$ cat src/sv/url_marker_ipv4_extractor_defines.svh
// Assertion helpers shared by the extractor RTL.
`ifndef URL_MARKER_IPV4_EXTRACTOR_DEFINES_SVH
`define URL_MARKER_IPV4_EXTRACTOR_DEFINES_SVH

// Same-cycle implication, disabled during reset.
`define UMIE_ASSERT_IMPL(label, clk, rst_n, ante, cons, msg) \
	label: assert property (@(posedge clk) disable iff (!rst_n) (ante) |-> (cons)) \
		else $error(msg);

// Next-cycle implication, disabled during reset.
`define UMIE_ASSERT_NEXT(label, clk, rst_n, ante, cons, msg) \
	label: assert property (@(posedge clk) disable iff (!rst_n) (ante) |=> (cons)) \
		else $error(msg);

`endif

$ cat src/sv/umie_pkg.sv
package umie_pkg;

	localparam int BYTE_W   = 8;
	localparam int ADDR_W   = 32;
	localparam int SEEN_W   = 3;
	localparam int MATCH_W  = 2;
	localparam int OCTET_W  = 8;
	localparam int IDX_W    = 3;
	// accumulator * 10 + digit fits in 12 bits
	localparam int ACC_EXT_W = 12;

	localparam logic [BYTE_W-1:0] CHAR_COLON = 8'h3A;
	localparam logic [BYTE_W-1:0] CHAR_SLASH = 8'h2F;
	localparam logic [BYTE_W-1:0] CHAR_QUOTE = 8'h27;
	localparam logic [BYTE_W-1:0] CHAR_DOT   = 8'h2E;
	localparam logic [BYTE_W-1:0] CHAR_ZERO  = 8'h30;
	localparam logic [BYTE_W-1:0] CHAR_NINE  = 8'h39;

	// marker position codes
	localparam logic [MATCH_W-1:0] MATCH_NONE  = 2'd0;
	localparam logic [MATCH_W-1:0] MATCH_COLON = 2'd1;
	localparam logic [MATCH_W-1:0] MATCH_LAST  = 2'd2;
	localparam logic [MATCH_W-1:0] MATCH_BAD   = 2'd3;

	// octet index codes
	localparam logic [IDX_W-1:0] IDX_FIRST  = 3'd0;
	localparam logic [IDX_W-1:0] IDX_SECOND = 3'd1;
	localparam logic [IDX_W-1:0] IDX_THIRD  = 3'd2;
	localparam logic [IDX_W-1:0] IDX_FOURTH = 3'd3;
	localparam logic [IDX_W-1:0] IDX_EXTRA  = 3'd4;

	localparam logic [SEEN_W-1:0] SEEN_MAX = 3'd4;
	localparam logic [ACC_EXT_W-1:0] OCTET_MAX = 12'd255;

	// expected marker byte at a given match position
	function automatic logic [BYTE_W-1:0] mark_char(input logic [MATCH_W-1:0] pos);
		logic [BYTE_W-1:0] ch;
		case (pos)
			MATCH_NONE:  ch = CHAR_COLON;
			MATCH_COLON: ch = CHAR_SLASH;
			MATCH_LAST:  ch = CHAR_SLASH;
			default:     ch = CHAR_COLON;
		endcase
		return ch;
	endfunction

endpackage

$ cat src/sv/umie_if.sv
interface umie_rx_if import umie_pkg::*; ();
	logic               valid;
	logic               ready;
	logic [BYTE_W-1:0]  rx_byte;

	modport source (output valid, output rx_byte, input ready);
	modport sink   (input valid, input rx_byte, output ready);
endinterface

interface umie_res_if import umie_pkg::*; ();
	logic               valid;
	logic               ready;
	logic [ADDR_W-1:0]  ip_address;
	logic [SEEN_W-1:0]  octets_seen;
	logic               malformed;

	modport source (output valid, output ip_address, output octets_seen, output malformed,
		input ready);
	modport sink   (input valid, input ip_address, input octets_seen, input malformed,
		output ready);
endinterface

$ cat src/sv/url_marker_ipv4_extractor.sv
// Scans a byte stream for the marker "://" and parses the dotted-decimal text after it as an
// IPv4 address; a single-quote byte ends the address and produces one result word (address
// with the first octet in bits 31..24, number of octets seen, malformed flag), after which
// the marker search starts over. Bytes that cause no result produce nothing. Each byte is
// registered on input and handled once the result register can advance, by one compare and
// multiply-by-ten step into the parser state, so the block takes one byte per clock; the
// only limit is the result register, which holds a finished word until the sink takes it
// while one more byte waits in the input register. An accepted quote byte passes through the
// input register and then the result register on its way to the result word.
`include "url_marker_ipv4_extractor_defines.svh"

module url_marker_ipv4_extractor import umie_pkg::*; (
	input  logic        clk,
	input  logic        arst_n,
	umie_rx_if.sink     rx,
	umie_res_if.source  res
);

	// input register
	logic              valid_s1;
	logic [BYTE_W-1:0] byte_s1;

	// parser state
	logic [MATCH_W-1:0] match_q;
	logic               capturing_q;
	logic [OCTET_W-1:0] acc_q;
	logic [ADDR_W-1:0]  addr_q;
	logic [IDX_W-1:0]   idx_q;
	logic               err_q;

	// result register
	logic              out_valid_q;
	logic [ADDR_W-1:0] ip_q;
	logic [SEEN_W-1:0] seen_q;
	logic              bad_q;

	// next-state values
	logic [MATCH_W-1:0] match_d;
	logic               capturing_d;
	logic [OCTET_W-1:0] acc_d;
	logic [ADDR_W-1:0]  addr_d;
	logic [IDX_W-1:0]   idx_d;
	logic               err_d;
	logic               hit;
	logic [ADDR_W-1:0]  ip_d;
	logic [SEEN_W-1:0]  seen_d;

	logic               advance;
	logic               step;
	logic [ADDR_W-1:0]  placed;
	logic [ACC_EXT_W-1:0] acc_ext;
	logic [ACC_EXT_W-1:0] mul;
	logic               is_digit;

	// result slot is free or drains this cycle
	assign advance  = !out_valid_q || res.ready;
	assign step     = valid_s1 && advance;
	assign rx.ready = !valid_s1 || advance;

	assign is_digit = (byte_s1 >= CHAR_ZERO) && (byte_s1 <= CHAR_NINE);
	assign acc_ext  = {{(ACC_EXT_W-OCTET_W){1'b0}}, acc_q};
	// acc*10 + digit as two shifts and adds
	assign mul = (acc_ext << 3) + (acc_ext << 1)
		+ {{(ACC_EXT_W-4){1'b0}}, byte_s1[3:0]};

	// current octet placed at its byte lane
	always_comb begin
		case (idx_q)
			IDX_FIRST:  placed = {acc_q, 24'b0};
			IDX_SECOND: placed = {8'b0, acc_q, 16'b0};
			IDX_THIRD:  placed = {16'b0, acc_q, 8'b0};
			IDX_FOURTH: placed = {24'b0, acc_q};
			default:    placed = '0;
		endcase
	end

	always_comb begin
		match_d     = match_q;
		capturing_d = capturing_q;
		acc_d       = acc_q;
		addr_d      = addr_q;
		idx_d       = idx_q;
		err_d       = err_q;
		hit         = 1'b0;
		ip_d        = addr_q | placed;
		seen_d      = idx_q[2] ? SEEN_MAX : idx_q + 3'd1;

		if (!capturing_q) begin
			if (match_q != MATCH_BAD && byte_s1 == mark_char(match_q)) begin
				if (match_q == MATCH_LAST) begin
					match_d     = MATCH_NONE;
					capturing_d = 1'b1;
					acc_d       = '0;
					addr_d      = '0;
					idx_d       = IDX_FIRST;
					err_d       = 1'b0;
				end else begin
					match_d = match_q + 2'd1;
				end
			end else if (byte_s1 == CHAR_COLON) begin
				match_d = MATCH_COLON;
			end else begin
				match_d = MATCH_NONE;
			end
		end else if (byte_s1 == CHAR_QUOTE) begin
			hit         = 1'b1;
			capturing_d = 1'b0;
			match_d     = MATCH_NONE;
			acc_d       = '0;
			addr_d      = '0;
			idx_d       = IDX_FIRST;
			err_d       = 1'b0;
		end else if (byte_s1 == CHAR_DOT) begin
			if (!idx_q[2]) begin
				addr_d = addr_q | placed;
				acc_d  = '0;
				idx_d  = idx_q + 3'd1;
				if (idx_q == IDX_FOURTH) begin
					err_d = 1'b1;
				end
			end else begin
				err_d = 1'b1;
			end
		end else if (is_digit) begin
			if (!idx_q[2]) begin
				if (mul > OCTET_MAX) begin
					acc_d = OCTET_MAX[OCTET_W-1:0];
					err_d = 1'b1;
				end else begin
					acc_d = mul[OCTET_W-1:0];
				end
			end
		end else begin
			err_d = 1'b1;
		end
	end

	// input register
	always_ff @(posedge clk or negedge arst_n) begin
		if (!arst_n) begin
			valid_s1 <= 1'b0;
		end else if (rx.ready) begin
			valid_s1 <= rx.valid;
		end
	end

	always_ff @(posedge clk) begin
		if (rx.ready && rx.valid) begin
			byte_s1 <= rx.rx_byte;
		end
	end

	// parser state
	always_ff @(posedge clk or negedge arst_n) begin
		if (!arst_n) begin
			match_q     <= MATCH_NONE;
			capturing_q <= 1'b0;
			acc_q       <= '0;
			addr_q      <= '0;
			idx_q       <= IDX_FIRST;
			err_q       <= 1'b0;
		end else if (step) begin
			match_q     <= match_d;
			capturing_q <= capturing_d;
			acc_q       <= acc_d;
			addr_q      <= addr_d;
			idx_q       <= idx_d;
			err_q       <= err_d;
		end
	end

	// result register
	always_ff @(posedge clk or negedge arst_n) begin
		if (!arst_n) begin
			out_valid_q <= 1'b0;
		end else if (advance) begin
			out_valid_q <= step && hit;
		end
	end

	always_ff @(posedge clk) begin
		if (step && hit) begin
			ip_q   <= ip_d;
			seen_q <= seen_d;
			bad_q  <= err_q;
		end
	end

	assign res.valid       = out_valid_q;
	assign res.ip_address  = ip_q;
	assign res.octets_seen = seen_q;
	assign res.malformed   = bad_q;

	// capture state stays cleared while searching for the marker
	`UMIE_ASSERT_IMPL(a_search_clean, clk, arst_n, !capturing_q,
		acc_q == '0 && addr_q == '0 && idx_q == IDX_FIRST && !err_q,
		"capture state not clear during marker search")

	// marker position never reaches the unused code, octet index never past the extra octet
	`UMIE_ASSERT_IMPL(a_codes_range, clk, arst_n, 1'b1,
		match_q != MATCH_BAD && (!idx_q[2] || idx_q[1:0] == 2'b00),
		"parser position out of range")

	// every result word reports between one and four octets
	`UMIE_ASSERT_IMPL(a_seen_range, clk, arst_n, out_valid_q,
		seen_q != '0 && seen_q <= SEEN_MAX, "octet count out of range")

	// a quote byte handled while capturing returns the parser to the marker search
	`UMIE_ASSERT_NEXT(a_quote_ends, clk, arst_n,
		step && capturing_q && byte_s1 == CHAR_QUOTE,
		!capturing_q && out_valid_q, "quote did not close the address")

endmodule

$ cat src/flat_wrapper.sv
// flat-port wrapper written by rule: the top's interface ports become plain ports
module url_marker_ipv4_extractor_flat import umie_pkg::*;
  (clk, arst_n, rx_valid, rx_rx_byte, rx_ready, res_valid, res_ip_address, res_octets_seen, res_malformed, res_ready);
  umie_rx_if rx_i ();
  umie_res_if res_i ();
  input  logic clk;
  input  logic arst_n;
  input wire logic [$bits(rx_i.valid)-1:0] rx_valid;
  input wire logic [$bits(rx_i.rx_byte)-1:0] rx_rx_byte;
  output wire logic [$bits(rx_i.ready)-1:0] rx_ready;
  output wire logic [$bits(res_i.valid)-1:0] res_valid;
  output wire logic [$bits(res_i.ip_address)-1:0] res_ip_address;
  output wire logic [$bits(res_i.octets_seen)-1:0] res_octets_seen;
  output wire logic [$bits(res_i.malformed)-1:0] res_malformed;
  input wire logic [$bits(res_i.ready)-1:0] res_ready;
  assign rx_i.valid = rx_valid;
  assign rx_i.rx_byte = rx_rx_byte;
  assign rx_ready = rx_i.ready;
  assign res_valid = res_i.valid;
  assign res_ip_address = res_i.ip_address;
  assign res_octets_seen = res_i.octets_seen;
  assign res_malformed = res_i.malformed;
  assign res_i.ready = res_ready;
  url_marker_ipv4_extractor u_core (.clk(clk), .arst_n(arst_n), .rx(rx_i), .res(res_i));
endmodule
$ cat config.mk
export PLATFORM = sky130hd
export DESIGN_NAME = url_marker_ipv4_extractor_flat
export DESIGN_NICKNAME = d
export VERILOG_FILES = /design/src/sv/umie_pkg.sv /design/src/sv/umie_if.sv /design/src/sv/url_marker_ipv4_extractor.sv /design/src/flat_wrapper.sv
export VERILOG_INCLUDE_DIRS = /design/src /design/src/sv
export SDC_FILE = /design/constraint.sdc
export NUM_CORES = 1
export LEC_CHECK = 0
export BUFFER_PORTS_ARGS = -buffer_cell sky130_fd_sc_hd__clkbuf_2
export CAP_MARGIN = 25
export CORE_AREA = 2 2 129 144
export DETAILED_ROUTE_END_ITERATION = 16
export DIE_AREA = 0 0 131 146
export PLACE_DENSITY = 0.51
export REMOVE_ABC_BUFFERS = 1
export SYNTH_ARGS = -nofsm -noshare
export SYNTH_HDL_FRONTEND = slang
export SYNTH_SLANG_ARGS = --single-unit
$ cat constraint.sdc
create_clock -name clk -period 3.74 [get_ports clk]
set_input_delay 0.561 -clock clk [delete_from_list [all_inputs] [get_ports clk]]
set_output_delay 0.561 -clock clk [all_outputs]
set_load 0.01 [all_outputs]
# Yosys cells after proc, flatten, opt, wreduce, memory -nomap -nowiden
# Cells that the tools add are included.
# Widths: inputs -> output; s select.
[word_totals]
mem_bits_ro = 0
ramBits = 0
output_inout_bits = 38
regBits = 93
memories = 0
latch_bits = 0
input_bits = 12
[op_classes]
n_shift = 0
n_mul = 0
n_addsub = 4
n_reduce_logical = 18
mux = 45
magnitude_cmp = 3
n_bitwise = 1
n_eq_ne = 17
n_div = 0
[ops]
columns = ["cell", "n"]
rows = [
  ["$mux 32", 6],
  ["$pmux 32 s4", 1],
  ["$mux 8", 10],
  ["$or 32x32->32", 1],
  ["$eq 8x6->1 const B", 3],
  ["$mux 3", 6],
  ["$mux 1", 17],
  ["$ne 5x5->1 const B", 3],
  ["$add 11x9->12", 1],
  ["$add 12x4->12", 1],
  ["$gt 12x8->1 const B", 1],
  ["$reduce_and 5->1", 2],
  ["$eq 8x8->1", 1],
  ["$ge 8x6->1 const B", 1],
  ["$le 8x6->1 const B", 1],
  ["$mux 2", 4],
  ["$eq 3x2->1 const B", 2],
  ["$ne 3x3->1 const B", 2],
  ["$reduce_and 6->1", 1],
  ["$logic_and 1x1->1", 5],
  ["$mux 5", 1],
  ["$ne 2x2->1 const B", 2],
  ["$ne 4x4->1 const B", 1],
  ["$reduce_and 4->1", 1],
  ["other kinds (11)", 14],
]

# Longest topological paths before layout
# Gate-level depths: netlist (run 1).
[depth]
ltp_word = 9
ltp_mapped = 9
depth_no_buf = 9

# Worst setup path after synthesis (run 1)
# OpenSTA, ideal clock, no wires.
[synth_timing]
path_type = "register -> register"
from = "reg u_core.acc_q[0]"
to = "reg u_core.acc_q[7]"
path_stages_with_launch = 9
t_required_ps = 3616
slack_ps = 778
arrival_time_ps = 2838
setup_time_ps = 124
period_less_slack_ps = 2962
path_cell_list = "dfrtp_1 > fa_1 > fa_1 > a211oi_2 > nor3_1 > a311oi_1 > mux2i_1 > nand2_1 > o31a_1"
[synth_between]
elab_chain_cells = 9
[synth_lines]
columns = ["item", "line_no", "source"]
rows = [
  ["from (decl)", "url_marker_ipv4_extractor.sv:26", "logic [OCTET_W-1:0] acc_q;"],
  ["from (signal assigned)", "url_marker_ipv4_extractor.sv:158", "acc_q <= '0;"],
  ["from (signal assigned)", "url_marker_ipv4_extractor.sv:165", "acc_q <= acc_d;"],
  ["$add 11x9->12 (*)", "url_marker_ipv4_extractor.sv:63", "assign mul = (acc_ext << 3) + (acc_ext << 1)"],
  ["$add 12x4->12 (*)", "url_marker_ipv4_extractor.sv:64", "+ {{(ACC_EXT_W-4){1'b0}}, byte_s1[3:0]};"],
  ["$gt 12x8->1", "url_marker_ipv4_extractor.sv:126", "if (mul > OCTET_MAX) begin"],
  ["$mux 8 (*)", "url_marker_ipv4_extractor.sv:126", ""],
  ["$mux 8 (*)", "url_marker_ipv4_extractor.sv:125", "if (!idx_q[2]) begin"],
  ["$mux 8 (*)", "url_marker_ipv4_extractor.sv:124", "end else if (is_digit) begin"],
  ["$mux 8 (*)", "url_marker_ipv4_extractor.sv:113", "end else if (byte_s1 == CHAR_DOT) begin"],
  ["$mux 8 (*)", "url_marker_ipv4_extractor.sv:105", "end else if (byte_s1 == CHAR_QUOTE) begin"],
  ["$mux 8 (*)", "url_marker_ipv4_extractor.sv:88", "if (!capturing_q) begin"],
]
# Every way passes the cells marked *; elsewhere a longest branch is shown, timed or not. The select of a mux whose other input is x is not followed.
# A chain may end at the register's enable or synchronous reset.

# Worst setup path after layout (run 1)
[layout_timing]
from = "reg u_core.acc_q[2]"
to = "reg u_core.acc_q[7]"
# The elaborated chain is that of the path after synthesis.

==> results of run 1 <==
## metal layers
metal	up-vias	wire, um	track usage [%]
met5	-	0	0
met4	0	163	5.16
met3	10	516	2.94
met2	82	4480	15.9
met1	1401	4050	12.6
li1	1464	-	-
## power by group
| group | leakage, nW | switching [W] | internal [W] |
|---|---|---|---|
| clock | 0.152 | 0.000380 | 0.000605 |
| sequential | 1.16 | 0.00000794 | 0.00107 |
| combinational | 1.23 | 0.0000233 | 0.0000154 |
## worst max path at each step
| stage | endpoint |
|---|---|
| 4_1_cts | u_core.acc_q[7]$_DFFE_PN0P_ |
| 3_3_place_gp | u_core.acc_q[7]$_DFFE_PN0P_ |
| 3_5_place_dp | u_core.acc_q[7]$_DFFE_PN0P_ |
| 2_1_floorplan | u_core.acc_q[7]$_DFFE_PN0P_ |
| 6_report | u_core.acc_q[7]$_DFFE_PN0P_ |
| 5_1_grt | u_core.acc_q[4]$_DFFE_PN0P_ |
## worst register-to-register path: cells and delay by family, from the launching register on
| family | cells | cell delay, ns |
|---|---|---|
| simple gates | 2 | 0.20 |
| flops | 1 | 0.49 |
| compound gates | 3 | 0.93 |
| mux | 1 | 0.42 |
| fa+ha+maj | 2 | 1.07 |
## state kept, by name, summed over array words and instances, names as in the netlist
signal and count:
u_core.addr_q 32, u_core.res.malformed 1, u_core.res.ip_address 32, u_core.byte_s1 8
u_core.acc_q 8, u_core.valid_s1 1, u_core.match_q 2, u_core.capturing_q 1
u_core.res.valid 1, u_core.err_q 1, u_core.idx_q 3, u_core.res.octets_seen 3
## synth_stat cells (all sizes together), types with 2 or more instances
cell / instances
a2bb2oi: 8
o21ai: 37
nand2: 51
o31ai: 4
nor3: 2
fa: 2
dfrtp: 49
a211oi: 5
nand4: 4
and2: 2
nand3b: 8
nand3: 9
a21oi: 31
inv: 38
a21o: 7
nor2: 12
clkbuf: 13
ha: 25
nand2b: 3
a21boi: 3
edfxtp: 44
nor2b: 6
mux2i: 3
## per-stage QoR
stage / cells / util (%) / hold slack (ns) / cell area, um^2
finish: 681 / 29.7 / 0.121 / 5210
CTS: 680 / 29.6 / 0.370 / 5190
detailed placement: 664 / 27.7 / 0.468 / 4860
floorplan: 373 / - / 0.265 / 4290
global route: 681 / 29.7 / 0.140 / 5210
global placement: 664 / 27.7 / 0.461 / 4860
## cells by family (layout without fill, tap and decap cells)
group | count (synthesis) | after routing | synth area share, %
muxes | 3 | 3 | 0.691
buffers and inverters | 52 | 108 | 4.52
DFF | 93 | 93 | 58.6
and+or+nand+nor | 105 | 105 | 12.4
xor gates and xnor gates | 2 | 2 | 0.403
AOI/OAI and AO/OA | 105 | 105 | 15.2
adders and majority gates | 27 | 27 | 8.12
## final cells by class
class                   count  area, um^2
clock buffers              11         243
repair buffers             54         295
flip-flops and latches     93        2550
fillers                  1803       12300
clock inverters             5        83.8
well taps                 238         298
multi-input cells         242        1600
inverters                  38         143
==> impl_metrics.toml, run 1 <==
[power]
peakVddDrop_mv = 0.201
p_per_area_nw_per_um2 = 404
p_leak_nw = 2.54
fin_total_pwr_w = 0.00211

[synthesis]
postSynthAreaPerCell_um2 = 11.2
netlist_area_um2 = 4350
yosysTopAreaCell = "edfxtp_1"
ys_ff_latch = 93
synth_edf_count = 44
ys_warn_count = 0
synth_ff_type = "dfrtp_1"
synth.distinct_cells = 49
ys_seq_area_share_pct = 58.6
synthCells = 387
synth-async-reset-ratio_pct = 52.7
synth_top_area_share_pct = 30.4
synth_area_leaders = "edfxtp_1, dfrtp_1, ha_1, nand2_1, o21ai_0"

[setup_path]
worstSetupPathType = "flip-flop to flip-flop"
critPathBufInv = 0
startpoint = "u_core.acc_q[2]$_DFFE_PN0P_"
cp_common_cell = "fa_1"
rrSetupSlack_ns = 0.53
r2r_start = "u_core.acc_q[2]$_DFFE_PN0P_"
cp_max_fo = 7
cpMaxStageDelayCell = "fa_1"
worstPathRequired_ns = 3.97
arrival_ns = 3.44
cp-start-kind = "flip-flop"
worstRegToRegCells = 8
cp_cell_sequence = "fa_1 > fa_1 > a211oi_2 > nor3_1 > a311oi_1 > mux2i_1 > nand2_1 > o31a_1"
cp.depth = 8
cp-end-kind = "flip-flop"
slowest_delay_ns = 0.56
crit_family = "adder cells"
r2r-end = "u_core.acc_q[7]$_DFFE_PN0P_"

[global_route]
antenna_found_initial = 0
grt_start_max_net_pins = 44
grt_usage_pct = 10.1
grt_pass1_vias = 2972
grt_pass1_wl_um = 14900
overflow = 0

[clock_network]
post_cts_resize_count = 0
numCtsBuffers = 9
cts.clk_slew.worst_paths_ns = 0.07
post_cts_buffers = 0
clockBufferDepth = 2
cts-htree-levels = 3
cts_tree = "yes"
cts_root_buf = "clkbuf_16"
clkSinkCount = 93
clock_latency_ns = 0.35
postCtsHoldBufs = 0

[route]
totalWireLength_um = 9210
via_per_inst = 4.34
dr.pass1.iters = 4
wl_per_cell_um = 13.5
drt_iter0_markers = 238
vias = 2957
ant_nets = 0
drcViolationCount = 0

[sta]
finalSetupViolations = 0
rsz0062_at_grt = "false"
tightestPinTransition_ns = 0.752
min_period_over_period_pct = 85.9
period_needed_ns = 3.21
slew_headroom_pct = 49.8
clock-skew-final_ns = 0.00629
fmax_mhz = 311
setup_tns_ns = 0
timing.final.max_slew_violations = 0
setup_slack_ns = 0.529
hold_viol_final = 0

[layout]
area_growth_pct = 19.9
drive_gt1_share_pct = 17.6
n_antenna_cell = 0
fin_nets = 477
final_cell_mix = "nand2_1, clkbuf_2, dfrtp_1"
layout_commonest_cell = "nand2_1"

[place]
preCtsSetupSlack_ns = 0.520
dpl.hpwl_um = 6460
numPortBuffers = 49
gp_congestion = 0.784

[die]
design.core.area_um2 = 17500
die-area_um2 = 19100
num_rows = 51
die_x_um = 131
ioPinCount = 50
start_util_pct = 24.8
die_h_um = 146

[hold_path]
hp-class = "input port to async pin"

[run_status]
status = "finished clean"

[job]
cap_viol_max_count = 0
(Power assumes the default switching activity.)
==> inputs of run 2 (changes only) <==
--- a/config.mk
+++ b/config.mk
@@ -11,8 +11,7 @@
 export CORE_AREA = 2 2 129 144
 export DETAILED_ROUTE_END_ITERATION = 16
 export DIE_AREA = 0 0 131 146
-export PLACE_DENSITY = 0.51
-export REMOVE_ABC_BUFFERS = 1
+export PLACE_DENSITY_LB_ADDON = 0.08
 export SYNTH_ARGS = -nofsm -noshare
 export SYNTH_HDL_FRONTEND = slang
 export SYNTH_SLANG_ARGS = --single-unit
==> run 2 against run 1 <==
Die area unchanged. Hold slack better by 0.23 ns. Sequential share of layout area up 0.61 points. Critical path depth unchanged. Count of clock-buffer cells in the layout up 4. Register-to-register slack better by 0.02 ns. Fmax up 0.53%. Wire length up 13%. Global-route usage up 1.4 points. Worst setup slack better by 0.017 ns. Core utilization down 0.36 points. Flip-flop and latch count unchanged. Critical path type unchanged. Critical endpoint unchanged.
==> impl_metrics.toml, run 2 (same netlist as run 1, synthesis figures left out) <==
[die]
ioPinCount = 50
design.core.area_um2 = 17500
die_h_um = 146
die-area_um2 = 19100
die_x_um = 131
num_rows = 51
start_util_pct = 24.8

[setup_path]
cp-start-kind = "flip-flop"
cp_cell_sequence = "fa_1 > fa_1 > a211oi_2 > nor3_1 > a311oi_1 > mux2i_1 > nand2_1 > o31a_1"
arrival_ns = 3.42
worstSetupPathType = "flip-flop to flip-flop"
slowest_delay_ns = 0.54
cp_max_fo = 7
cpMaxStageDelayCell = "dfrtp_1"
cp_common_cell = "fa_1"
worstPathRequired_ns = 3.97
cp-end-kind = "flip-flop"
rrSetupSlack_ns = 0.55

[clock_network]
clock_latency_ns = 0.34
clockBufferDepth = 2
cts.clk_slew.worst_paths_ns = 0.07
cts_root_buf = "clkbuf_16"
cts-htree-levels = 3
post_cts_buffers = 0
cts_tree = "yes"
post_cts_resize_count = 0
postCtsHoldBufs = 0
clkSinkCount = 93
numCtsBuffers = 9

[hold_path]
hp-class = "input port to async pin"

[route]
totalWireLength_um = 10400
drt_iter0_markers = 147
via_per_inst = 4.41
dr.pass1.iters = 5
ant_nets = 0
vias = 3002
wl_per_cell_um = 15.3
drcViolationCount = 0

[power]
fin_total_pwr_w = 0.00199
swShare_pct = 20.9
p_leak_nw = 2.51
switchingPower_w = 0.000418
power_frac_comb_pct = 1.8
power_frac_clock_pct = 44.0
peakVddDrop_mv = 0.227
p_seq_share_pct = 54.2
internal_power_w = 0.00158
p_per_area_nw_per_um2 = 387

[sta]
timing.final.max_slew_violations = 0
finalSetupViolations = 0
setup_tns_ns = 0
tightestPinTransition_ns = 0.916
slew_headroom_pct = 39.0
rsz0062_at_grt = "false"
fmax_mhz = 313
min_period_over_period_pct = 85.4
hold_viol_final = 0
clock-skew-final_ns = 0.00631
period_needed_ns = 3.19

[global_route]
grt_start_max_net_pins = 44
overflow = 0
grt_usage_pct = 11.5
grt_pass1_wl_um = 16800
antenna_found_initial = 0
grt_pass1_vias = 3086

[layout]
fin_nets = 477
drive_gt1_share_pct = 16.9
area_growth_pct = 18.5
final_cell_mix = "nand2_1, clkbuf_2, dfrtp_1"
n_antenna_cell = 0
layout_commonest_cell = "nand2_1"

[place]
gp_congestion = 0.721
numPortBuffers = 49
dpl.hpwl_um = 7060

[synthesis]
synth_nets = 426

[job]
cap_viol_max_count = 0

[run_status]
status = "finished clean"
run 2: worst paths after layout:
| check | cells past startpoint | to | start |
|---|---|---|---|
| worst min register to register | 2 | u_core.addr_q[14]$_DFFE_PN0P_ | u_core.addr_q[14]$_DFFE_PN0P_ |
| min in group clk | 1 | u_core.byte_s1[5]$_DFFE_PP_ | rx_rx_byte[5] |
| worst max-delay path | 8 | u_core.acc_q[7]$_DFFE_PN0P_ | u_core.acc_q[2]$_DFFE_PN0P_ |
| worst min-delay path | 1 | u_core.addr_q[30]$_DFFE_PN0P_ | arst_n |
| worst max register to register | 8 | u_core.acc_q[7]$_DFFE_PN0P_ | u_core.acc_q[2]$_DFFE_PN0P_ |
| max in group asynchronous | 2 | u_core.acc_q[5]$_DFFE_PN0P_ | arst_n |
run 2: cell type report:
| type | count | area (um^2) |
|---|---|---|
| Fill cell | 1820 | 12400 |
| Clock inverter | 1 | 7.51 |
| Tap cell | 238 | 298 |
| Multi-Input combinational cell | 242 | 1600 |
| Sequential cell | 93 | 2550 |
| Clock buffer | 15 | 268 |
| Timing Repair Buffer | 54 | 283 |
| Inverter | 38 | 143 |
run 2: worst max-delay path: cells and delay by family, from the launching register on:
family | cells | cell delay (ns)
adders and majority gates | 2 | 1.02
AOI/OAI and AO/OA | 3 | 0.91
DFF | 1 | 0.54
muxes | 1 | 0.42
and+or+nand+nor | 2 | 0.18
run 2: power groups by stage:
| stage | registers [W] | logic [W] | clock network, W |
|---|---|---|---|
| floorplan | 0.00110 | 0.0000153 | 0 |
| global placement | 0.00110 | 0.0000370 | 0 |
| detailed placement | 0.00110 | 0.0000372 | 0 |
| CTS | 0.00108 | 0.0000373 | 0.000903 |
| global route | 0.00108 | 0.0000412 | 0.000947 |
| finish | 0.00108 | 0.0000355 | 0.000877 |
run 2: stage by stage:
stage	util (%)	setup WS (ns)	instances	hold WS, ns	area [um^2]
2_1_floorplan	-	0.778	387	0.265	4350
3_5_place_dp	27.8	0.539	665	0.472	4870
4_1_cts	29.3	0.522	681	0.366	5150
5_1_grt	29.3	0.325	681	0.375	5150
6_report	29.3	0.546	681	0.347	5150
3_3_place_gp	27.8	0.574	665	0.465	4870
run 2: routing by layer:
layer	up-vias	part of all wire (%)	global-route usage, %
met3	12	2.8	2.39
met1	1474	48	15.1
met4	0	1.5	3.99
li1	1467	-	-
met2	49	47	18.7
met5	-	0	0
